--- src/rtl/ascb_pkg.sv ---
// Addressed speed command bridge: shared types and constants.
// No dependencies; imported by every module of the block.
package ascb_pkg;

	localparam int unsigned QUEUE_DEPTH = 4;
	localparam int unsigned QPTR_W      = 2;

	// frame layout
	localparam int unsigned ECHO_LEN  = 7;
	localparam int unsigned CTRL_LEN  = 20;
	localparam logic [4:0]  LAST_IDX  = 5'(ECHO_LEN + CTRL_LEN - 1);

	localparam logic [7:0] ECHO_TAG   = 8'h04;
	localparam logic [7:0] CTRL_HDR0  = 8'h3E;
	localparam logic [7:0] CTRL_HDR1  = 8'h43;
	localparam logic [7:0] CTRL_HDR2  = 8'h0F;
	localparam logic [7:0] CTRL_HDR3  = 8'h52;
	localparam logic [7:0] CTRL_MODE  = 8'h01;
	// three mode bytes sit inside the checksummed span
	localparam logic [7:0] CTRL_SUM_BASE = 8'h03;

	// speed shaping: |x|*99/100 with x = 32*s equals floor(792*|s|/25)
	localparam logic [9:0]  SHAPE_MUL   = 10'd792;
	localparam logic [17:0] RECIP_25    = 18'd167773;  // ceil(2^22 / 25)
	localparam int unsigned RECIP_SHIFT = 22;

	// register indexes
	localparam logic [1:0] REG_PAN     = 2'd0;
	localparam logic [1:0] REG_TILT    = 2'd1;
	localparam logic [1:0] REG_ROLL    = 2'd2;
	localparam logic [1:0] REG_CENTRAL = 2'd3;

	typedef struct packed {
		logic [15:0] pan;
		logic [15:0] tilt;
		logic [15:0] roll;
	} addr_cfg_t;

	// bit0 pan, bit1 tilt, bit2 roll
	typedef struct packed {
		logic [7:0] speed;
		logic [2:0] sel;
	} cmd_t;

endpackage

--- src/rtl/addressed_speed_command_bridge_top.sv ---
// Addressed speed command bridge, top level.
// Instantiates ascb_front, ascb_queue and ascb_back; holds the APB registers.
//
// Usage:
//  Input channel (in_valid/in_ready/rx_byte) takes one link word a cycle while
//  the four-entry command queue has room; in_ready drops only when it is full.
//  A word that completes a payload queues one command. The back end takes it,
//  runs the shaping steps (multiply, reciprocal divide, store update) and then
//  emits 27 words on the output channel (out_valid/out_ready): seven echo
//  words on link 0, then twenty control words on link 1, last_of_run set on
//  the final one. The back end takes the next command only after the last
//  word of a run is loaded. Words that complete nothing produce no output.
//  The output word sits in a register: while out_ready is low it holds and the
//  front keeps taking words until the queue fills.
//  Reset (arst_n low) loads the address registers with their defaults and
//  clears window, reception state, selects, stored speeds and the queue.
//  APB: registers pan, tilt, roll, central address at 0x0, 0x4, 0x8, 0xC,
//  low 16 bits of pwdata used; pready is tied high.
module addressed_speed_command_bridge_top #(
	parameter int unsigned MAX_PAYLOAD = 5
) (
	input  logic        clk,
	input  logic        arst_n,
	input  logic        psel,
	input  logic        penable,
	input  logic        pwrite,
	input  logic [3:0]  paddr,
	input  logic [31:0] pwdata,
	output logic [31:0] prdata,
	output logic        pready,
	input  logic        in_valid,
	output logic        in_ready,
	input  logic [7:0]  rx_byte,
	output logic        out_valid,
	input  logic        out_ready,
	output logic        link,
	output logic [7:0]  out_byte,
	output logic        last_of_run
);
	import ascb_pkg::*;

	logic [15:0] pan_q, tilt_q, roll_q, central_q;
	logic        wr_en;
	addr_cfg_t   addr_cfg;
	logic        accept;
	logic        push, pop, q_empty, q_full;
	cmd_t        push_cmd, head_cmd;

	assign pready = 1'b1;
	assign wr_en  = psel && penable && pwrite;

	always_ff @(posedge clk or negedge arst_n) begin
		if (!arst_n) begin
			pan_q     <= 16'd6392;
			tilt_q    <= 16'd18251;
			roll_q    <= 16'd25887;
			central_q <= 16'd10114;
		end else if (wr_en) begin
			case (paddr[3:2])
				REG_PAN:     pan_q     <= pwdata[15:0];
				REG_TILT:    tilt_q    <= pwdata[15:0];
				REG_ROLL:    roll_q    <= pwdata[15:0];
				REG_CENTRAL: central_q <= pwdata[15:0];
				default:     ;
			endcase
		end
	end

	always_comb begin
		case (paddr[3:2])
			REG_PAN:     prdata = {16'h0000, pan_q};
			REG_TILT:    prdata = {16'h0000, tilt_q};
			REG_ROLL:    prdata = {16'h0000, roll_q};
			REG_CENTRAL: prdata = {16'h0000, central_q};
			default:     prdata = '0;
		endcase
	end

	assign addr_cfg.pan  = pan_q;
	assign addr_cfg.tilt = tilt_q;
	assign addr_cfg.roll = roll_q;

	assign in_ready = !q_full;
	assign accept   = in_valid && in_ready;

	ascb_front #(
		.MAX_PAYLOAD (MAX_PAYLOAD)
	) u_front (
		.clk      (clk),
		.arst_n   (arst_n),
		.accept   (accept),
		.rx_byte  (rx_byte),
		.addr_cfg (addr_cfg),
		.push     (push),
		.cmd      (push_cmd)
	);

	ascb_queue u_queue (
		.clk    (clk),
		.arst_n (arst_n),
		.push   (push),
		.wdata  (push_cmd),
		.pop    (pop),
		.rdata  (head_cmd),
		.empty  (q_empty),
		.full   (q_full)
	);

	ascb_back u_back (
		.clk          (clk),
		.arst_n       (arst_n),
		.central_addr (central_q),
		.q_empty      (q_empty),
		.q_head       (head_cmd),
		.q_pop        (pop),
		.out_valid    (out_valid),
		.out_ready    (out_ready),
		.link         (link),
		.out_byte     (out_byte),
		.last_of_run  (last_of_run)
	);

endmodule

--- src/rtl/ascb_front.sv ---
// Front end: address window match, payload counting, command completion.
// Depends on ascb_pkg; pushes completed commands into ascb_queue.
module ascb_front #(
	parameter int unsigned MAX_PAYLOAD = 5
) (
	input  logic              clk,
	input  logic              arst_n,
	input  logic              accept,
	input  logic [7:0]        rx_byte,
	input  ascb_pkg::addr_cfg_t addr_cfg,
	output logic              push,
	output ascb_pkg::cmd_t    cmd
);
	import ascb_pkg::*;

	localparam int unsigned CNT_W = $clog2(MAX_PAYLOAD + 2);

	logic [7:0]       win_hi_q, win_lo_q;
	logic             receiving_q;
	logic [7:0]       exp_len_q;
	logic [CNT_W-1:0] count_q;
	logic [7:0]       pay0_q;
	logic [2:0]       sel_q;

	logic [15:0]      addr;
	logic [2:0]       match;
	logic [CNT_W-1:0] count_inc;
	logic             done;
	logic             runaway;
	logic [7:0]       speed;

	always_comb begin
		addr      = {win_hi_q, win_lo_q};
		match     = {addr == addr_cfg.roll, addr == addr_cfg.tilt, addr == addr_cfg.pan};
		count_inc = count_q + CNT_W'(1);
		done      = receiving_q && (8'(count_inc) == exp_len_q);
		runaway   = receiving_q && !done && (count_inc > CNT_W'(MAX_PAYLOAD));
		speed     = (count_q == '0) ? rx_byte : pay0_q;
	end

	assign push      = accept && done;
	assign cmd.speed = speed;
	assign cmd.sel   = sel_q;

	always_ff @(posedge clk or negedge arst_n) begin
		if (!arst_n) begin
			win_hi_q    <= '0;
			win_lo_q    <= '0;
			receiving_q <= 1'b0;
			exp_len_q   <= '0;
			count_q     <= '0;
			pay0_q      <= '0;
			sel_q       <= '0;
		end else if (accept) begin
			if (receiving_q) begin
				if (count_q == '0)
					pay0_q <= rx_byte;
				if (done) begin
					receiving_q <= 1'b0;
					count_q     <= '0;
					exp_len_q   <= '0;
					pay0_q      <= '0;
				end else if (runaway) begin
					receiving_q <= 1'b0;
					count_q     <= '0;
				end else begin
					count_q <= count_inc;
				end
			end
			// a match on the completing word starts a fresh reception
			sel_q <= (done ? 3'b000 : sel_q) | match;
			if (match != 3'b000) begin
				receiving_q <= 1'b1;
				exp_len_q   <= rx_byte;
				count_q     <= '0;
			end
			win_hi_q <= win_lo_q;
			win_lo_q <= rx_byte;
		end
	end

endmodule

--- src/rtl/ascb_queue.sv ---
// Short command queue between the front and back ends.
// Depends on ascb_pkg for the entry type and depth.
module ascb_queue (
	input  logic           clk,
	input  logic           arst_n,
	input  logic           push,
	input  ascb_pkg::cmd_t wdata,
	input  logic           pop,
	output ascb_pkg::cmd_t rdata,
	output logic           empty,
	output logic           full
);
	import ascb_pkg::*;

	cmd_t              mem_q [QUEUE_DEPTH];
	logic [QPTR_W-1:0] wr_ptr_q, rd_ptr_q;
	logic [QPTR_W:0]   level_q;

	assign empty = (level_q == '0);
	assign full  = (level_q == (QPTR_W+1)'(QUEUE_DEPTH));
	assign rdata = mem_q[rd_ptr_q];

	always_ff @(posedge clk) begin
		if (push && !full)
			mem_q[wr_ptr_q] <= wdata;
	end

	always_ff @(posedge clk or negedge arst_n) begin
		if (!arst_n) begin
			wr_ptr_q <= '0;
			rd_ptr_q <= '0;
			level_q  <= '0;
		end else begin
			if (push && !full)
				wr_ptr_q <= wr_ptr_q + QPTR_W'(1);
			if (pop && !empty)
				rd_ptr_q <= rd_ptr_q + QPTR_W'(1);
			case ({push && !full, pop && !empty})
				2'b10:   level_q <= level_q + (QPTR_W+1)'(1);
				2'b01:   level_q <= level_q - (QPTR_W+1)'(1);
				default: level_q <= level_q;
			endcase
		end
	end

endmodule

--- src/rtl/ascb_back.sv ---
// Back end: speed shaping, axis speed store and frame emission.
// Depends on ascb_pkg; takes commands from ascb_queue.
module ascb_back (
	input  logic           clk,
	input  logic           arst_n,
	input  logic [15:0]    central_addr,
	input  logic           q_empty,
	input  ascb_pkg::cmd_t q_head,
	output logic           q_pop,
	output logic           out_valid,
	input  logic           out_ready,
	output logic           link,
	output logic [7:0]     out_byte,
	output logic           last_of_run
);
	import ascb_pkg::*;

	typedef enum logic [2:0] {
		ST_IDLE,
		ST_MAG,
		ST_DIV,
		ST_UPD,
		ST_EMIT
	} state_t;

	state_t      state_q;
	cmd_t        cur_q;
	logic [16:0] prod_q;
	logic [15:0] shaped_q;
	logic [15:0] pan_q, tilt_q, roll_q;
	logic [7:0]  csum_q;
	logic [4:0]  idx_q;
	logic        out_valid_q, link_q, last_q;
	logic [7:0]  byte_q;

	logic [7:0]  mag;
	logic [34:0] recip_prod;
	logic [12:0] quot;
	logic [15:0] yabs, shaped;
	logic [15:0] pan_n, tilt_n, roll_n;
	logic [7:0]  csum_n;
	logic [7:0]  frame_byte;
	logic        load;

	always_comb begin
		mag        = cur_q.speed[7] ? 8'(-cur_q.speed) : cur_q.speed;
		recip_prod = 35'(prod_q) * 35'(RECIP_25);
		quot       = recip_prod[RECIP_SHIFT +: 13];
		yabs       = 16'(quot) + 16'd1;
		if (cur_q.speed == 8'd0)
			shaped = '0;
		else if (cur_q.speed[7])
			shaped = 16'(-yabs);
		else
			shaped = yabs;

		pan_n  = cur_q.sel[0] ? shaped_q : pan_q;
		tilt_n = cur_q.sel[1] ? shaped_q : tilt_q;
		roll_n = cur_q.sel[2] ? shaped_q : roll_q;
		csum_n = CTRL_SUM_BASE + roll_n[7:0] + roll_n[15:8] + tilt_n[7:0] + tilt_n[15:8]
			+ pan_n[7:0] + pan_n[15:8];
	end

	always_comb begin
		case (idx_q)
			5'd0:    frame_byte = central_addr[15:8];
			5'd1:    frame_byte = central_addr[7:0];
			5'd2:    frame_byte = ECHO_TAG;
			5'd3:    frame_byte = cur_q.speed;
			5'd7:    frame_byte = CTRL_HDR0;
			5'd8:    frame_byte = CTRL_HDR1;
			5'd9:    frame_byte = CTRL_HDR2;
			5'd10:   frame_byte = CTRL_HDR3;
			5'd11:   frame_byte = CTRL_MODE;
			5'd12:   frame_byte = CTRL_MODE;
			5'd13:   frame_byte = CTRL_MODE;
			5'd14:   frame_byte = roll_q[7:0];
			5'd15:   frame_byte = roll_q[15:8];
			5'd18:   frame_byte = tilt_q[7:0];
			5'd19:   frame_byte = tilt_q[15:8];
			5'd22:   frame_byte = pan_q[7:0];
			5'd23:   frame_byte = pan_q[15:8];
			5'd26:   frame_byte = csum_q;
			default: frame_byte = 8'h00;
		endcase
	end

	assign q_pop       = (state_q == ST_IDLE) && !q_empty;
	assign load        = (state_q == ST_EMIT) && (!out_valid_q || out_ready);
	assign out_valid   = out_valid_q;
	assign link        = link_q;
	assign out_byte    = byte_q;
	assign last_of_run = last_q;

	always_ff @(posedge clk or negedge arst_n) begin
		if (!arst_n) begin
			state_q     <= ST_IDLE;
			cur_q       <= '0;
			prod_q      <= '0;
			shaped_q    <= '0;
			pan_q       <= '0;
			tilt_q      <= '0;
			roll_q      <= '0;
			csum_q      <= '0;
			idx_q       <= '0;
			out_valid_q <= 1'b0;
			link_q      <= 1'b0;
			byte_q      <= '0;
			last_q      <= 1'b0;
		end else begin
			if (out_ready)
				out_valid_q <= 1'b0;
			case (state_q)
				ST_IDLE: begin
					if (!q_empty) begin
						cur_q   <= q_head;
						state_q <= ST_MAG;
					end
				end
				ST_MAG: begin
					prod_q  <= 17'(mag) * 17'(SHAPE_MUL);
					state_q <= ST_DIV;
				end
				ST_DIV: begin
					shaped_q <= shaped;
					state_q  <= ST_UPD;
				end
				ST_UPD: begin
					pan_q   <= pan_n;
					tilt_q  <= tilt_n;
					roll_q  <= roll_n;
					csum_q  <= csum_n;
					idx_q   <= '0;
					state_q <= ST_EMIT;
				end
				ST_EMIT: begin
					if (load) begin
						out_valid_q <= 1'b1;
						byte_q      <= frame_byte;
						link_q      <= (idx_q >= 5'(ECHO_LEN));
						last_q      <= (idx_q == LAST_IDX);
						if (idx_q == LAST_IDX)
							state_q <= ST_IDLE;
						else
							idx_q <= idx_q + 5'd1;
					end
				end
				default: state_q <= ST_IDLE;
			endcase
		end
	end

endmodule

--- config.mk ---
export PLATFORM = sky130hd
export DESIGN_NAME = addressed_speed_command_bridge_top
export DESIGN_NICKNAME = d
export VERILOG_FILES = /design/src/rtl/ascb_pkg.sv /design/src/rtl/addressed_speed_command_bridge_top.sv /design/src/rtl/ascb_front.sv /design/src/rtl/ascb_queue.sv /design/src/rtl/ascb_back.sv
export SDC_FILE = /design/constraint.sdc
export NUM_CORES = 1
export LEC_CHECK = 0
export BUFFER_PORTS_ARGS = -buffer_cell sky130_fd_sc_hd__buf_2
export CAP_MARGIN = 10
export CORE_ASPECT_RATIO = 2
export CORE_MARGIN = 2
export CORE_UTILIZATION = 55
export CTS_BUF_LIST = sky130_fd_sc_hd__clkbuf_4 sky130_fd_sc_hd__clkbuf_8
export DETAILED_ROUTE_END_ITERATION = 10
export PLACE_DENSITY = 0.74
export SLEW_MARGIN = 0
export SYNTH_ARGS = -nofsm -noshare
export SYNTH_HDL_FRONTEND = slang
export SYNTH_HIERARCHICAL = 1
export SYNTH_SLANG_ARGS = --single-unit
--- constraint.sdc ---
create_clock -name clk -period 7.5 [get_ports clk]
set_input_delay 1.125 -clock clk [delete_from_list [all_inputs] [get_ports clk]]
set_output_delay 1.125 -clock clk [all_outputs]
set_load 0.05 [all_outputs]
==> impl_metrics.py <==
metrics = {
    "yosys": {
        "synth_seq_cells": 270,
        "syn-cell-area_um2": 20390,
        "yosysUniqueCellTypes": 103,
        "syn_avg_cell_area_um2": 10.91,
        "synthFlopType": "dfrtp_1",
        "ys_warn_count": 6,
        "ys_seq_area_share_pct": 34.39,
        "synthArstFlopShare_pct": 83.70,
        "synth_top_area_share_pct": 24.05,
        "yosys.area.top_type": "dfrtp_1",
        "netlist_instances": 1869,
        "synth_area_leaders": "dfrtp_1, fa_1, ha_1, edfxtp_1, mux2_2",
        "synth-edff-count": 44,
    },
    "route": {
        "drtIter0Drc": 782,
        "routed_wl_um": 53840,
        "viasPerCell": 6.048,
        "drtPass1Iterations": 10,
        "avgRoutedWirePerCell_um": 22.32,
        "ant_nets": 0,
        "post-route-drc-count": 1,
        "vias": 14590,
    },
    "critical_path": {
        "slowest_delay_ps": 680,
        "path_buf_inv": 1,
        "start_kind": "flip-flop",
        "cp_slowest_cell": "fa_1",
        "critPathCaptureType": "flip-flop",
        "crit_type": "flip-flop to flip-flop",
        "crit_chain": "fa_1 -> fa_1 -> fa_1 -> fa_1 -> fa_1 -> fa_1 -> ha_1 -> a21oi_1 -> o21ai_1 -> a221oi_1 -> nand2_1 -> xor2_1 -> ha_1 -> buf_4 -> a211oi_1 -> mux2i_1 -> o22ai_1 -> nand3b_1 -> or4_1 -> nand3_1",
        "cpMostUsedCell": "fa_1",
        "required_ps": 7970,
        "crit_arrival_ps": 7680,
        "crit_fanout": 6,
        "path_delay_family": "adder cells",
    },
    "clock_tree": {
        "clock_tree.buffer_depth": 3,
        "cts_setup_buffers": 0,
        "clkSinkCount": 270,
        "hold_buffers": 0,
        "cts_root_buf": "clkbuf_8",
        "clk_pin_slew_ps": 60,
        "cts_tree": "yes",
        "cts-buffers-inserted": 37,
        "h-tree-depth": 2,
        "clk-insertion-delay-late_ps": 570,
    },
    "floorplan": {
        "core-area_um2": 36540,
        "dieWidth_um": 140.2,
        "die_y_um": 276.3,
        "die-area_um2": 38730,
        "initial_core_util_pct": 55.81,
        "rows": 99,
        "top_level_ports": 96,
    },
    "global_routing": {
        "grt_pass1_vias": 16000,
        "gr-total-overflow": 0,
        "grt_first_pass_wirelength_um": 85750,
        "grt_max_degree": 88,
        "track_usage_pct": 28.50,
        "antenna_found_initial": 1,
    },
    "place": {
        "dp_slack_ps": 387.6,
        "hpwlAfterDp_um": 42910,
        "gp_congestion": 0.9914,
        "portBuffers": 60,
    },
    "outcome": {
        "violations": "design-rule violations",
        "status": "finished, violations left",
    },
    "finish": {
        "finalNetCount": 2277,
        "syn_to_final_growth_pct": 7.699,
        "post-route-util_pct": 60.11,
        "layout-drive-gt1-share_pct": 19.72,
    },
    "timing": {
        "fin_crit_sh_pct": 96.09,
        "worst_pin_slew_ps": 1132,
        "rsz0062_at_grt": "false",
        "max-slew-margin-rel_pct": 24.42,
        "fmaxAchievable_ghz": 0.1388,
        "finalMaxSlewViolations": 0,
        "fin_crit_ps": 7207,
        "worst_slack_ps": 293.3,
        "setup_violations": 0,
        "skew_ps": 34.67,
        "timing.setup.tns_ps": 0,
        "hold_viol_final": 0,
    },
    "run": {
        "maxCapViolCount": 0,
    },
    "worst_hold_path": {
        "hp-class": "flip-flop to flip-flop",
    },
}
cells by family (layout without fill, tap and decap cells):
group,after synthesis,count (layout),share of synthesized area (%)
compound gates,315,315,10.27
xor+xnor,124,124,5.466
fa+ha+maj,296,296,22.50
buf+inv,284,357,5.871
flops,270,270,34.39
mux,185,185,11.90
other cells,2,18,0.03682
simple gates,393,393,9.558
tightest hold or removal path: cells and delay by family, from the launching register on:
family,cells,cell delay [ps]
flip-flops,1,330
AO/OA/AOI/OAI,1,60
AND/OR/NAND/NOR,1,50
layout make-up:
type                    instances  area (µm²)
fillers                      2914       14580
clock buffers                  57       715.7
clock inverters                 9       97.59
diodes                          1       2.502
flip-flops and latches        270        7015
inverters                     202       758.2
repair buffers                 89       528.0
multi-input cells            1330       12280
well taps                     454       568.0
per-layer routing:
metal / GRT usage [%] / routed length (µm) / vias to the layer above
met2: 55.89 / 30290 / 442
met3: 2.962 / 1876 / 224
met5: 0 / 0 / -
met4: 21.00 / 4891 / 0
met1: 26.28 / 16780 / 7311
li1: - / - / 6611
path summary, 6_finish.rpt:
kind / from / endpoint / slack, ps / depth (start not counted)
worst min register to register: u_back/out_byte[3] / u_back/out_byte[3] / 480 / 2
min in group asynchronous: arst_n / pan_q[13] / 560 / 1
worst max register to register: u_back/prod_q[14] / u_back/shaped_q[13] / 290 / 20
worst max-delay path: u_back/prod_q[14] / u_back/shaped_q[13] / 290 / 20
worst min-delay path: u_back/out_byte[3] / u_back/out_byte[3] / 480 / 2
max in group asynchronous: arst_n / u_queue/level_q[2] / 5340 / 2
synthesized netlist by cell type, types with 14 or more instances:
cell type / instances
fa_1: 118
nand2_1: 193
clkbuf_1: 46
inv_1: 199
nor2_1: 47
mux2i_1: 28
ha_1: 178
nand3_1: 30
dfstp_2: 30
a21o_1: 14
mux4_2: 21
mux2_4: 14
buf_4: 20
xnor2_1: 50
edfxtp_1: 44
xor2_1: 71
dfrtp_1: 196
o21ai_0: 100
a21oi_1: 58
mux2_2: 116
nor3_1: 15
nor4_1: 14
flip-flops by register name, indices dropped and copies added (netlist names), 16 cells and up:
signal	count
tilt_q	16
u_back/roll_q	16
u_queue/mem_q	44
u_back/shaped_q	16
pan_q	16
roll_q	16
u_back/pan_q	16
u_back/tilt_q	16
central_q	16
through the flow:
step | area (µm²) | std cells | hold slack, ps
6_report | 21960 | 2412 | 475.0
5_1_grt | 21960 | 2412 | 498.2
4_1_cts | 21940 | 2411 | 478.9
3_5_place_dp | 21130 | 2345 | 466.3
3_3_place_gp | 21130 | 2345 | 457.7
2_1_floorplan | 20450 | 1884 | 444.4
cell usage in the layout, fill, tap and decap left out, drive strengths merged, types with 8 or more instances in the layout:
master,count
mux2i,28
clkbuf,57
a41oi,9
or3,10
fa,118
nor4,17
nand4,13
nand2b,9
buf,89
conb,17
edfxtp,44
nor2,48
nor3,18
nor2b,11
o21a,8
a222oi,11
a21o,15
dfstp,30
a211oi,10
a21oi,58
o21bai,8
nand2,195
mux2,130
ha,178
a31oi,9
clkinv,8
o21ai,107
xor2,73
xnor2,50
inv,200
dfrtp,196
nand3,32
a22oi,12
mux4,27
and2,11
repair_timing:
| action | CTS | global route |
|---|---|---|
| endpoints found under the setup margin | 0 | 3 |
| hold endpoints to repair | 0 | 0 |
| resized for setup | 0 | 4 |
Power is left out: the tool's default activity adds up to more than one toggle a clock period on the data nets, which glitch-free logic cannot reach.
